===== src/hdl/assert_macros.svh =====
// Assertion macros used by the top-level RTL file.
`ifndef ASSERT_MACROS_SVH
`define ASSERT_MACROS_SVH

// Same-cycle implication, disabled while reset is high.
`define ASSERT_IMPLY(label, clk, rst, cond, prop) \
   label: assert property (@(posedge clk) disable iff (rst) (cond) |-> (prop)) \
      else $error("assertion failed: label");

// Next-cycle implication, disabled while reset is high.
`define ASSERT_NEXT(label, clk, rst, cond, prop) \
   label: assert property (@(posedge clk) disable iff (rst) (cond) |=> (prop)) \
      else $error("assertion failed: label");

`endif


===== src/hdl/setc_pkg.sv =====
// Types, constants and helper functions of the swept edge tile crossing block.
`timescale 1ns / 1ps

package setc_pkg;

   localparam int TILE_SIZE  = 16;
   localparam int MAX_TILES  = 16;

   // One tile in Q.8 LSBs; a power of two, so tile division is a shift
   localparam int TILE_UNITS = TILE_SIZE * 256;
   localparam int TILE_SHIFT = $clog2(TILE_UNITS);

   localparam int POS_W   = 24;
   localparam int EXT_W   = 16;
   localparam int VEL_W   = 16;
   localparam int COORD_W = 16;
   localparam int COORD_MAX = 2 ** (COORD_W - 1) - 1;
   localparam int COORD_MIN = -(2 ** (COORD_W - 1));

   // Edge coordinates: position plus displacement plus box extent
   localparam int EDGE_W = 26;
   localparam int QUO_W  = EDGE_W - TILE_SHIFT;
   localparam int REM_W  = TILE_SHIFT + 1;
   localparam int SPAN_W = 18;
   localparam int CNT_W  = $clog2(MAX_TILES + 1);

   localparam logic AXIS_VERT = 1'b1;

   typedef struct packed {
      logic                    command;
      logic signed [POS_W-1:0] pos_x;
      logic signed [POS_W-1:0] pos_y;
      logic [EXT_W-1:0]        box_width;
      logic [EXT_W-1:0]        box_height;
      logic signed [VEL_W-1:0] vel_x;
      logic signed [VEL_W-1:0] vel_y;
   } req_type;

   typedef struct packed {
      logic signed [COORD_W-1:0] tile_col;
      logic signed [COORD_W-1:0] tile_row;
      logic                      last;
   } rsp_type;

   // Finished crossing test, handed from the edge pipeline to the emitter
   typedef struct packed {
      logic                      vert;
      logic [CNT_W-1:0]          count;
      logic signed [COORD_W-1:0] move_tile;
      logic signed [COORD_W-1:0] cross_tile;
      logic signed [POS_W-1:0]   across;
   } edge_item_type;

   // Tile index of a coordinate, truncating toward zero
   function automatic logic signed [QUO_W-1:0] tile_of(input logic signed [EDGE_W-1:0] v);
      logic signed [EDGE_W-1:0] biased;
      biased = v[EDGE_W-1] ? (v + EDGE_W'(TILE_UNITS - 1)) : v;
      return biased[EDGE_W-1:TILE_SHIFT];
   endfunction

   // Clamp a tile index to the result coordinate range
   function automatic logic signed [COORD_W-1:0] sat_coord(input logic signed [QUO_W-1:0] q);
      logic signed [COORD_W-1:0] r;
      if (q > COORD_MAX) begin
         r = COORD_W'(COORD_MAX);
      end else if (q < COORD_MIN) begin
         r = COORD_W'(COORD_MIN);
      end else begin
         r = COORD_W'(q);
      end
      return r;
   endfunction

endpackage


===== src/hdl/swept_edge_tile_crossing.sv =====
// Top level: edge pipeline followed by the tile run emitter.
//
//   channel  direction  handshake              payload
//   req      in         req_valid / req_ready  setc_pkg::req_type  (one box query)
//   rsp      out        rsp_valid / rsp_ready  setc_pkg::rsp_type  (one crossed tile)
//
// A query passes the stage 1, 2 and 3 registers before it reaches the output register.
// The output register emits one tile per cycle while rsp_ready is high, so a query with n tiles
// holds it for n transfers; a query with no tiles retires at stage three and never enters it.
// Reset clears the valid bits of all stages and the output register.
// A stall on rsp backs up stage by stage; nothing is lost or repeated.
`timescale 1ns / 1ps
`include "assert_macros.svh"

module swept_edge_tile_crossing (
   input  logic              clock,
   input  logic              reset,
   input  logic              req_valid,
   output logic              req_ready,
   input  setc_pkg::req_type req_data,
   output logic              rsp_valid,
   input  logic              rsp_ready,
   output setc_pkg::rsp_type rsp_data
);

   logic                    item_valid;
   logic                    item_ready;
   setc_pkg::edge_item_type item;

   setc_edge_pipe u_pipe (
      .clock      (clock),
      .reset      (reset),
      .req_valid  (req_valid),
      .req_ready  (req_ready),
      .req_data   (req_data),
      .item_valid (item_valid),
      .item_ready (item_ready),
      .item       (item)
   );

   // Emitter registers
   logic                               rsp_valid_ff;
   setc_pkg::rsp_type                  rsp_ff;
   logic [setc_pkg::CNT_W-1:0]         left_ff;
   logic signed [setc_pkg::EDGE_W-1:0] cross_ff;
   logic signed [setc_pkg::COORD_W-1:0] move_ff;
   logic                               vert_ff;

   logic load_ok, load, advance;
   logic signed [setc_pkg::COORD_W-1:0] cross_tile_in;
   setc_pkg::rsp_type                   rsp_in;

   // Take a new run when idle or when the last tile transfers
   assign load_ok    = !rsp_valid_ff || (rsp_ready && rsp_ff.last);
   assign item_ready = (item.count == '0) || load_ok;
   assign load       = load_ok && item_valid && (item.count != '0);
   assign advance    = rsp_valid_ff && rsp_ready && !rsp_ff.last;

   always_comb begin
      rsp_in = rsp_ff;
      cross_tile_in = setc_pkg::sat_coord(setc_pkg::tile_of(cross_ff));
      if (load) begin
         rsp_in.last = (item.count == setc_pkg::CNT_W'(1));
         if (item.vert) begin
            rsp_in.tile_col = item.cross_tile;
            rsp_in.tile_row = item.move_tile;
         end else begin
            rsp_in.tile_col = item.move_tile;
            rsp_in.tile_row = item.cross_tile;
         end
      end else if (advance) begin
         rsp_in.last = (left_ff == setc_pkg::CNT_W'(2));
         if (vert_ff) begin
            rsp_in.tile_col = cross_tile_in;
            rsp_in.tile_row = move_ff;
         end else begin
            rsp_in.tile_col = move_ff;
            rsp_in.tile_row = cross_tile_in;
         end
      end
   end

   // Hold, advance or reload the output register
   always_ff @(posedge clock) begin
      if (reset) begin
         rsp_valid_ff <= 1'b0;
         left_ff      <= '0;
      end else if (load) begin
         rsp_valid_ff <= 1'b1;
         left_ff      <= item.count;
      end else if (advance) begin
         left_ff      <= left_ff - setc_pkg::CNT_W'(1);
      end else if (load_ok) begin
         rsp_valid_ff <= 1'b0;
         left_ff      <= '0;
      end
      rsp_ff <= rsp_in;
      if (load) begin
         cross_ff <= setc_pkg::EDGE_W'(item.across) + setc_pkg::EDGE_W'(setc_pkg::TILE_UNITS);
         move_ff  <= item.move_tile;
         vert_ff  <= item.vert;
      end else if (advance) begin
         cross_ff <= cross_ff + setc_pkg::EDGE_W'(setc_pkg::TILE_UNITS);
      end
   end

   assign rsp_valid = rsp_valid_ff;
   assign rsp_data  = rsp_ff;

   `ASSERT_IMPLY(a_left_live, clock, reset, rsp_valid_ff, left_ff != '0)
   `ASSERT_IMPLY(a_last_match, clock, reset, rsp_valid_ff, rsp_ff.last == (left_ff == setc_pkg::CNT_W'(1)))
   `ASSERT_IMPLY(a_count_cap, clock, reset, item_valid, item.count <= setc_pkg::CNT_W'(setc_pkg::MAX_TILES))
   `ASSERT_NEXT(a_run_holds, clock, reset, rsp_valid_ff && rsp_ready && !rsp_ff.last, rsp_valid_ff)

endmodule


===== src/hdl/setc_edge_pipe.sv =====
// Three-stage pipeline that tests the swept edge and sizes the tile run.
`timescale 1ns / 1ps

module setc_edge_pipe (
   input  logic                   clock,
   input  logic                   reset,
   input  logic                   req_valid,
   output logic                   req_ready,
   input  setc_pkg::req_type      req_data,
   output logic                   item_valid,
   input  logic                   item_ready,
   output setc_pkg::edge_item_type item
);

   // Stage 1 registers: edge before and after the move
   logic                                s1_valid_ff;
   logic                                s1_vert_ff;
   logic signed [setc_pkg::EDGE_W-1:0]  s1_before_ff;
   logic signed [setc_pkg::EDGE_W-1:0]  s1_after_ff;
   logic signed [setc_pkg::POS_W-1:0]   s1_across_ff;
   logic [setc_pkg::EXT_W-1:0]          s1_edge_ff;

   // Stage 2 registers: tile indices and span
   logic                                s2_valid_ff;
   logic                                s2_vert_ff;
   logic signed [setc_pkg::QUO_W-1:0]   s2_btile_ff;
   logic signed [setc_pkg::QUO_W-1:0]   s2_atile_ff;
   logic signed [setc_pkg::SPAN_W-1:0]  s2_span_ff;
   logic signed [setc_pkg::POS_W-1:0]   s2_across_ff;
   logic signed [setc_pkg::QUO_W-1:0]   s2_ctile_ff;

   // Stage 3 register: finished item
   logic                                s3_valid_ff;
   setc_pkg::edge_item_type             s3_item_ff;

   logic s1_ready, s2_ready, s3_ready;

   assign s3_ready  = !s3_valid_ff || item_ready;
   assign s2_ready  = !s2_valid_ff || s3_ready;
   assign s1_ready  = !s1_valid_ff || s2_ready;
   assign req_ready = s1_ready;

   // Stage 1: pick the axis and the tested edge
   logic                               vert_in;
   logic signed [setc_pkg::VEL_W-1:0]  vel_in;
   logic signed [setc_pkg::POS_W-1:0]  along_in;
   logic [setc_pkg::EXT_W-1:0]         size_in;
   logic signed [setc_pkg::EXT_W:0]    off_in;
   logic signed [setc_pkg::EDGE_W-1:0] before_in;
   logic signed [setc_pkg::EDGE_W-1:0] after_in;

   always_comb begin
      vert_in  = (req_data.command == setc_pkg::AXIS_VERT);
      vel_in   = vert_in ? req_data.vel_y : req_data.vel_x;
      along_in = vert_in ? req_data.pos_y : req_data.pos_x;
      size_in  = vert_in ? req_data.box_height : req_data.box_width;
      // leading edge less one LSB when moving forward, else trailing edge plus one
      if (!vel_in[setc_pkg::VEL_W-1] && (vel_in != '0)) begin
         off_in = $signed((setc_pkg::EXT_W + 1)'(size_in) - (setc_pkg::EXT_W + 1)'(1));
      end else begin
         off_in = (setc_pkg::EXT_W + 1)'(1);
      end
      before_in = setc_pkg::EDGE_W'(along_in) + setc_pkg::EDGE_W'(off_in);
      after_in  = setc_pkg::EDGE_W'(along_in) + setc_pkg::EDGE_W'(vel_in)
                + setc_pkg::EDGE_W'(off_in);
   end

   always_ff @(posedge clock) begin
      if (reset) begin
         s1_valid_ff <= 1'b0;
      end else if (s1_ready) begin
         s1_valid_ff <= req_valid;
      end
      if (s1_ready) begin
         s1_vert_ff   <= vert_in;
         s1_before_ff <= before_in;
         s1_after_ff  <= after_in;
         s1_across_ff <= vert_in ? req_data.pos_x : req_data.pos_y;
         s1_edge_ff   <= vert_in ? req_data.box_width : req_data.box_height;
      end
   end

   // Stage 2: tile indices, signed remainder of the cross coordinate, span
   logic [setc_pkg::TILE_SHIFT-1:0]    low_in;
   logic signed [setc_pkg::REM_W-1:0]  rem_in;
   logic signed [setc_pkg::SPAN_W-1:0] span_in;

   always_comb begin
      low_in = s1_across_ff[setc_pkg::TILE_SHIFT-1:0];
      // remainder takes the sign of the dividend
      if (s1_across_ff[setc_pkg::POS_W-1] && (low_in != '0)) begin
         rem_in = {1'b1, low_in};
      end else begin
         rem_in = {1'b0, low_in};
      end
      span_in = setc_pkg::SPAN_W'(s1_edge_ff) + setc_pkg::SPAN_W'(rem_in);
   end

   always_ff @(posedge clock) begin
      if (reset) begin
         s2_valid_ff <= 1'b0;
      end else if (s2_ready) begin
         s2_valid_ff <= s1_valid_ff;
      end
      if (s2_ready) begin
         s2_vert_ff   <= s1_vert_ff;
         s2_btile_ff  <= setc_pkg::tile_of(s1_before_ff);
         s2_atile_ff  <= setc_pkg::tile_of(s1_after_ff);
         s2_span_ff   <= span_in;
         s2_across_ff <= s1_across_ff;
         s2_ctile_ff  <= setc_pkg::tile_of(setc_pkg::EDGE_W'(s1_across_ff));
      end
   end

   // Stage 3: crossing test and run length
   logic [setc_pkg::SPAN_W:0]                   rounded_in;
   logic [setc_pkg::SPAN_W-setc_pkg::TILE_SHIFT:0] quo_in;
   logic [setc_pkg::CNT_W-1:0]                  count_in;
   setc_pkg::edge_item_type                     item_in;

   always_comb begin
      rounded_in = (setc_pkg::SPAN_W + 1)'(s2_span_ff)
                 + (setc_pkg::SPAN_W + 1)'(setc_pkg::TILE_UNITS - 1);
      quo_in     = rounded_in[setc_pkg::SPAN_W:setc_pkg::TILE_SHIFT];
      // drop the run when the edge stays in its tile or the span is not positive
      if ((s2_btile_ff == s2_atile_ff) || s2_span_ff[setc_pkg::SPAN_W-1]
          || (s2_span_ff == '0)) begin
         count_in = '0;
      end else if (quo_in > setc_pkg::MAX_TILES) begin
         count_in = setc_pkg::CNT_W'(setc_pkg::MAX_TILES);
      end else begin
         count_in = setc_pkg::CNT_W'(quo_in);
      end
      item_in.vert       = s2_vert_ff;
      item_in.count      = count_in;
      item_in.move_tile  = setc_pkg::sat_coord(s2_atile_ff);
      item_in.cross_tile = setc_pkg::sat_coord(s2_ctile_ff);
      item_in.across     = s2_across_ff;
   end

   always_ff @(posedge clock) begin
      if (reset) begin
         s3_valid_ff <= 1'b0;
      end else if (s3_ready) begin
         s3_valid_ff <= s2_valid_ff;
      end
      if (s3_ready) begin
         s3_item_ff <= item_in;
      end
   end

   assign item_valid = s3_valid_ff;
   assign item       = s3_item_ff;

endmodule


===== config.mk =====
export PLATFORM = sky130hd
export DESIGN_NAME = swept_edge_tile_crossing
export DESIGN_NICKNAME = d
export VERILOG_FILES = /design/src/hdl/setc_pkg.sv /design/src/hdl/swept_edge_tile_crossing.sv /design/src/hdl/setc_edge_pipe.sv
export VERILOG_INCLUDE_DIRS = /design/src /design/src/hdl
export SDC_FILE = /design/constraint.sdc
export NUM_CORES = 1
export LEC_CHECK = 0
export BUFFER_PORTS_ARGS = -buffer_cell sky130_fd_sc_hd__buf_2
export CAP_MARGIN = 25
export CELL_PAD_IN_SITES_DETAIL_PLACEMENT = 1
export CELL_PAD_IN_SITES_GLOBAL_PLACEMENT = 2
export CORE_MARGIN = 3
export CORE_UTILIZATION = 45
export CTS_BUF_LIST = sky130_fd_sc_hd__clkbuf_4
export DETAILED_ROUTE_END_ITERATION = 10
export PLACE_DENSITY = 0.95
export SLEW_MARGIN = 30
export SYNTH_ARGS = -nofsm -noshare
export SYNTH_HDL_FRONTEND = slang
export SYNTH_SLANG_ARGS = --single-unit
export TNS_END_PERCENT = 10

===== constraint.sdc =====
create_clock -name clock -period 14.15 [get_ports clock]
set_input_delay 1.415 -clock clock [delete_from_list [all_inputs] [get_ports clock]]
set_output_delay 1.415 -clock clock [all_outputs]
set_load 0.05 [all_outputs]

==> results.toml, run 1 <==
[outcome]
status = "finished, final reports clean"

[final_layout]
final_cell_mix = "edfxtp_1 (308), buf_2 (150), clkbuf_4 (107), nor2_1 (99), xnor2_1 (95)"
layout-drive-gt1-share_pct = 21.3
layout_commonest_cell = "edfxtp_1"
synthToLayoutAreaGrowth_pct = 11.5
finalNetCount = 1936
seq_area_mm2 = 0.00943
multiInputGateArea_mm2 = 0.00842
design_area_mm2 = 0.0205
final_core_util_pct = 51.2
nFillCells = 4317

[clocking]
cts_tree = "yes"
clkTransAtPathRegs_ns = 0.06
worstSkewPairLatency_ns = 0.77
clock_sinks = 317
cts_resized = 0
cts_hold_buf = 0
post_cts_buffers = 0
cts_max_level = 3
cts_buffers = 86
clock_path_buffers = 3
cts_root_buf = "clkbuf_4"

[setup_path]
start_kind = "input port"
crit_type = "input port to flip-flop"
path_max_fanout = 75
cp.required_ns = 14.69
crit_cells = 15
cp_cell_sequence = "buf_4 > buf_4 > mux2_2 > nand2b_1 > or2_4 > xnor2_1 > nor2_1 > fa_1 > ha_1 > a2111oi_0 > o21ai_0 > a21boi_1 > o21ai_0 > nor3b_1 > a211oi_1"
arrival_ns = 6.99
reg2reg_depth = 9
crit_buf_inv = 2
max_stage_delay_ns = 0.82
cp_slowest_cell = "buf_4"
endpoint_kind = "flip-flop"
crit_family = "compound AO/OA/AOI/OAI gates"

[timing]
setup_viol = 0
hold_viol_final = 0
rsz0062_at_grt = "no"
worstMarginPinSlew_ns = 0.885
final-max-slew-violation-count = 0
finalCritPeriodShare_pct = 45.6
fmax_ghz = 0.155
fin_ws_ns = 7.70
slew_headroom_pct = 41.0
post-route-min-period_ns = 6.45
skew_ns = 0.0589
setup_tns_ns = 0

[global_route]
grt_pass1_wl_um = 76400
grt_max_degree = 85
grt_pass1_vias = 13900
grt_overflow_total = 0
grt_use_total_pct = 22.2
antenna_found_initial = 2

[synth]
ys_seq_area_share_pct = 51.3
ys.flop_type = "edfxtp_1"
synth_edf_count = 308
syn_avg_cell_area_um2 = 11.8
syn_area_mm2 = 0.0184
syn-num-nets = 1773
ys_seq_elements = 317
synthArstFlopShare_pct = 0
synth_cell_types = 83
synthCells = 1559
yosysWarnings = 0

[power_and_ir_drop]
ir_drop_mv = 0.0530
p_per_area_mw_per_mm2 = 135
finalPower_w = 0.00276
p_leak_nw = 8.03

[die]
die_x_um = 208
start_util_pct = 46.0
row_count = 73
coreArea_mm2 = 0.0400
io_pins = 152
die_area_mm2 = 0.0433
die_h_um = 208

[worst_hold_path]
min_path_cells = 0
hold_path.class = "flip-flop to flip-flop"

[placement]
dp_hpwl_um = 37400
numPortBuffers = 151
gp_congestion = 0.882
dp_slack_ns = 7.07
placed_area_mm2 = 0.0195

[run]
cap_violations = 0

[detailed_routing]
drt.antenna.violating_nets = 0
viasPerCell = 5.64
route.detailed.drc = 0
vias = 13000
wirelength_um = 49100
wire_per_inst_um = 21.2
drt_first_iter_violations = 659
first_pass_iters = 5
-- flip-flops by register name, indices dropped and copies added (netlist names), 5 cells and up --
name,cells
left_ff,5
u_pipe.s1_edge_ff,16
u_pipe.s2_atile_ff,14
u_pipe.s1_after_ff,26
u_pipe.s2_ctile_ff,13
u_pipe.s2_btile_ff,14
rsp_data,31
u_pipe.s1_across_ff,24
u_pipe.s2_span_ff,18
u_pipe.item,59
u_pipe.s2_across_ff,24
move_ff,15
u_pipe.s1_before_ff,25
cross_ff,26
-- where the power goes --
part	internal, W	total (W)	switching, W
Clock	0.000359	0.000752	0.000393
Sequential	0.00125	0.00138	0.000132
Combinational	0.000261	0.000624	0.000364
-- through the flow --
step | cells | hold slack [ns]
after global placement | 2158 | 0.401
after floorplan | 1559 | 0.400
after global routing | 2310 | 0.394
final | 2310 | 0.397
after CTS | 2308 | 0.386
after detailed placement | 2159 | 0.411
-- worst reg2reg max path, delay by kind of cell, from the launching register on --
kind	cells	cell delay, ns
AOI/OAI and AO/OA	4	1.01
adders and majority gates	1	0.47
buffers and inverters	1	0.31
DFF	1	0.47
and+or+nand+nor	3	1.05
-- cell families after synthesis --
group                    after synthesis  share of synthesized area (%)
XOR/XNOR                             153                           7.29
multiplexers                         123                           7.34
adder cells (fa/ha/maj)               97                           7.70
AO/OA/AOI/OAI                        315                           11.6
buffers and inverters                130                           3.11
AND/OR/NAND/NOR                      424                           11.7
flip-flops                           317                           51.3
-- metal layers --
layer  share of wire, %  wire length [µm]  track usage [%]
met1                 41             20300             26.9
met2                 52             25400             39.9
met3                4.4              2170             3.98
met4                2.3              1150             7.65
met5              0.026                13                0
-- worst paths after layout --
kind	from	end	slack, ns
worst min-delay path	u_pipe.s2_vert_ff	u_pipe.item[61]	0.40
worst min register to register	u_pipe.s2_vert_ff	u_pipe.item[61]	0.40
worst max-delay path	req_data[112]	u_pipe.s1_after_ff[22]	7.70
worst max register to register	u_pipe.s1_across_ff[1]	u_pipe.s2_span_ff[17]	10.59
-- cells in the mapped netlist, types with 5 or more instances --
cell type | count | area [µm²]
nor2_1 | 99 | 372
a31oi_1 | 7 | 43.8
inv_1 | 45 | 169
dfxtp_1 | 9 | 180
edfxtp_1 | 308 | 9250
o21bai_1 | 18 | 135
ha_1 | 70 | 876
xnor2_1 | 95 | 832
a221oi_1 | 7 | 61.3
nor2b_1 | 15 | 93.8
nor3b_1 | 8 | 60.1
and3_1 | 20 | 125
a21oi_1 | 72 | 360
nand4b_1 | 5 | 43.8
nand4_1 | 14 | 87.6
nand2_1 | 96 | 360
mux2i_1 | 43 | 430
nand3_1 | 46 | 230
clkbuf_1 | 58 | 218
nor4_1 | 19 | 119
mux2_2 | 77 | 867
fa_1 | 27 | 541
a21o_1 | 32 | 240
nor3_1 | 32 | 160
and4_1 | 5 | 43.8
xor2_1 | 58 | 508
nand2b_1 | 19 | 119
o21ai_0 | 66 | 330
o211ai_1 | 11 | 82.6
or3_1 | 5 | 31.3
o21a_1 | 19 | 143
a211oi_1 | 20 | 150
a211o_1 | 10 | 87.6
and2_1 | 21 | 131
buf_2 | 17 | 85.1
-- layout make-up --
type	count	area share, %
clock inverter	42	0.897
antenna	2	0.0244
sequential	317	46.0
tap	525	3.21
multi-input combinational	1112	41.1
clock buffer	107	3.92
inverter	46	0.842
timing repair buffer	159	4.01
No activity file was read; power rests on OpenSTA's default activity.
==> inputs of run 2 (changes only) <==
--- a/config.mk
+++ b/config.mk
@@ -6,15 +6,16 @@
 export SDC_FILE = /design/constraint.sdc
 export NUM_CORES = 1
 export LEC_CHECK = 0
+export ABC_AREA = 1
 export BUFFER_PORTS_ARGS = -buffer_cell sky130_fd_sc_hd__buf_2
 export CAP_MARGIN = 25
 export CELL_PAD_IN_SITES_DETAIL_PLACEMENT = 1
 export CELL_PAD_IN_SITES_GLOBAL_PLACEMENT = 2
 export CORE_MARGIN = 3
-export CORE_UTILIZATION = 45
+export CORE_UTILIZATION = 39
 export CTS_BUF_LIST = sky130_fd_sc_hd__clkbuf_4
 export DETAILED_ROUTE_END_ITERATION = 10
-export PLACE_DENSITY = 0.95
+export PLACE_DENSITY = 0.91
 export SLEW_MARGIN = 30
 export SYNTH_ARGS = -nofsm -noshare
 export SYNTH_HDL_FRONTEND = slang
==> constraint.sdc (replaced) <==
create_clock -name clock -period 6.51 [get_ports clock]
set_input_delay 0.651 -clock clock [delete_from_list [all_inputs] [get_ports clock]]
set_output_delay 0.651 -clock clock [all_outputs]
set_load 0.05 [all_outputs]
==> run 2 against run 1 <==
  * Power grew 120%
  * Sequential power grew 110%
  * Hold slack lost 0.28 ns
  * Wire length grew 13%
  * Final cell count grew 28%
  * Critical endpoint is now u_pipe.s1_after_ff[21]
  * Largest power group unchanged
==> results.toml, run 2 <==
[setup_path]
reg2reg_depth = 10
r2r-start = "u_pipe.item[58]"
cp.required_ns = 7.00
r2r-end = "u_pipe.s2_atile_ff[8]"
cp_cell_sequence = "buf_4 > inv_4 > or2_1 > o21ai_1 > nand2_1 > nor3_2 > nand2_1 > nand2_4 > nor2_2 > fa_1 > ha_1 > fa_1 > nand3_1 > nand2_1 > nand2_1 > nand2_1 > nand2_1 > nand2_1 > nand2_1 > nand2_1 > nand2_1 > nand2_1 > nand2_1 > nand2_1"
crit_top_cell = "nand2_1"
reg2reg_slack_ns = 2.88
path_max_fanout = 73
start_kind = "input port"
endpoint_kind = "flip-flop"
cp_slowest_cell = "buf_4"
crit_family = "simple AND/OR/NAND/NOR gates"
arrival_ns = 5.13
crit_buf_inv = 2
crit_type = "input port to flip-flop"
max_stage_delay_ns = 0.60

[synth]
ys_seq_elements = 317
ys_seq_area_share_pct = 49.5
syn_avg_cell_area_um2 = 9.02
synth_cell_types = 55
syn_area_mm2 = 0.0191
ys_top_cells_by_count = "nand2_1 (507), edfxtp_1 (308), inv_1 (248)"
syn-num-nets = 2327
ys.flop_type = "edfxtp_1"
yosys.area.top_type_share_pct = 48.5
synth_area_leaders = "edfxtp_1 (49%), nand2_1 (10%), inv_1 (4.9%)"
synth_edf_count = 308
synthCells = 2113
yosys.area.top_type = "edfxtp_1"
yosysWarnings = 0
synth.most_common_cell = "nand2_1"
synthArstFlopShare_pct = 0

[clocking]
cts_hold_buf = 0
post_cts_buffers = 0
cts_max_level = 3
cts_root_buf = "clkbuf_4"
cts_resized = 0
clock_path_buffers = 3
cts_buffers = 87
clock_sinks = 317
worstSkewPairLatency_ns = 0.81
cts_tree = "yes"
clkTransAtPathRegs_ns = 0.06

[final_layout]
nFillCells = 5708
layout_commonest_cell = "nand2_1"
final_cells = 2968
final_cell_mix = "nand2_1 (505), edfxtp_1 (308), inv_1 (245), nor2_1 (190), buf_2 (150)"
largest_reg_flops = 59
multiInputGateArea_mm2 = 0.00829
finalNetCount = 2500
layout-drive-gt1-share_pct = 15.6
largest-register = "u_pipe.item"
synthToLayoutAreaGrowth_pct = 12.3
seq_area_mm2 = 0.00943

[global_route]
grt_pass1_wl_um = 87800
grt_use_total_pct = 22.0
grt_max_degree = 74
antenna_found_initial = 3
grt_overflow_total = 0
grt_pass1_vias = 16500

[timing]
rsz0062_at_grt = "no"
finalCritPeriodShare_pct = 71.2
whs_ns = 0.113
post-route-min-period_ns = 4.64
setup_viol = 0
setup_tns_ns = 0
hold_viol_final = 0
worstMarginPinSlew_ns = 0.912
slew_headroom_pct = 38.5
final-max-slew-violation-count = 0
fmax_ghz = 0.216
skew_ns = 0.0695

[detailed_routing]
wire_per_inst_um = 18.7
highest_layer = "met4"
met2WireLength_um = 28600
dr_wl_met3_um = 1950
drt.antenna.violating_nets = 0
first_pass_iters = 5
wirelength_um = 55500
drt_first_iter_violations = 783
viasPerCell = 5.16
route.detailed.drc = 0
vias = 15300
wl_met1_um = 23500

[worst_hold_path]
min_path_cells = 3
min_from = "req_valid"
hold_path_end = "u_pipe.s1_valid_ff"
hold_path.class = "input port to flip-flop"

[run]
cap_violations = 0

[placement]
dp_hpwl_um = 43600
numPortBuffers = 151
dp_cells = 2812
gp_congestion = 0.890

[power_and_ir_drop]
ir_drop_mv = 0.117
p_leak_nw = 9.48
p_per_area_mw_per_mm2 = 288
finalPower_w = 0.00616

[die]
die_h_um = 227
die_x_um = 227
row_count = 80
io_pins = 152
die_area_mm2 = 0.0515
start_util_pct = 39.7
coreArea_mm2 = 0.0479

[outcome]
status = "finished, final reports clean"
==> run 2: cell count changes after synthesis, moves of 63 or more <==
cell	delta
mux2_2	-77
o21ai_0	+68
inv_1	+203
xnor2_1	-63
nor2_1	+91
nand2_1	+411
==> run 2: area by class of cell <==
cell class,count,area share [%]
inverters,254,4.47
repair buffers,161,3.90
well taps,615,3.60
diodes,1,0.0117
multi-input cells,1465,38.7
clock inverters,42,1.23
clock buffers,113,3.97
flip-flops and latches,317,44.1
==> run 2: kinds of logic (layout without fill, tap and decap cells) <==
kind of cell | count (synthesis) | in the layout | share of synthesized area, %
other cells | 0 | 1 | 0
fa+ha+maj | 97 | 97 | 7.43
flops | 317 | 317 | 49.5
simple gates | 915 | 915 | 20.4
compound gates | 335 | 335 | 10.1
buf+inv | 331 | 570 | 7.11
mux | 6 | 6 | 0.315
xor+xnor | 112 | 112 | 5.15
==> run 2: worst max path at each step <==
stage                              from                      to  cells past startpoint  slack, ns
after floorplan             rsp_data[0]               req_ready                      6       1.25
after global placement    req_data[112]  u_pipe.s1_after_ff[25]                     24       1.25
after detailed placement  req_data[112]  u_pipe.s1_after_ff[21]                     24       1.10
after CTS                 req_data[112]  u_pipe.s1_after_ff[21]                     24       1.94
after global routing      req_data[112]  u_pipe.s1_after_ff[21]                     24       1.46
final                     req_data[112]  u_pipe.s1_after_ff[21]                     24       1.87
==> run 2: where the power goes <==
group | internal [W] | switching (W) | total, W
registers | 0.00269 | 0.000266 | 0.00296
logic | 0.000478 | 0.000906 | 0.00138
clock network | 0.000938 | 0.000885 | 0.00182
total | 0.00411 | 0.00206 | 0.00616
==> run 2: tightest hold or removal path, cell delays in order <==
cell     delay, ns
buf_2         0.09
inv_1         0.04
a21oi_1       0.05
==> run 2: metal layers <==
metal / track usage, % / vias to the layer above
li1: - / 7439
met1: 26.5 / 7418
met2: 40.0 / 331
met3: 3.06 / 114
met4: 7.91 / 0
met5: 0 / -
==> run 2: stage by stage <==
step / area [µm²] / util, % / setup WS [ns]
6_report: 21400 / 44.6 / 1.87
5_1_grt: 21400 / 44.6 / 1.46
4_1_cts: 21400 / 44.6 / 1.94
3_5_place_dp: 20300 / 42.3 / 1.10
3_3_place_gp: 20300 / 42.3 / 1.25
2_1_floorplan: 19100 / - / 1.25
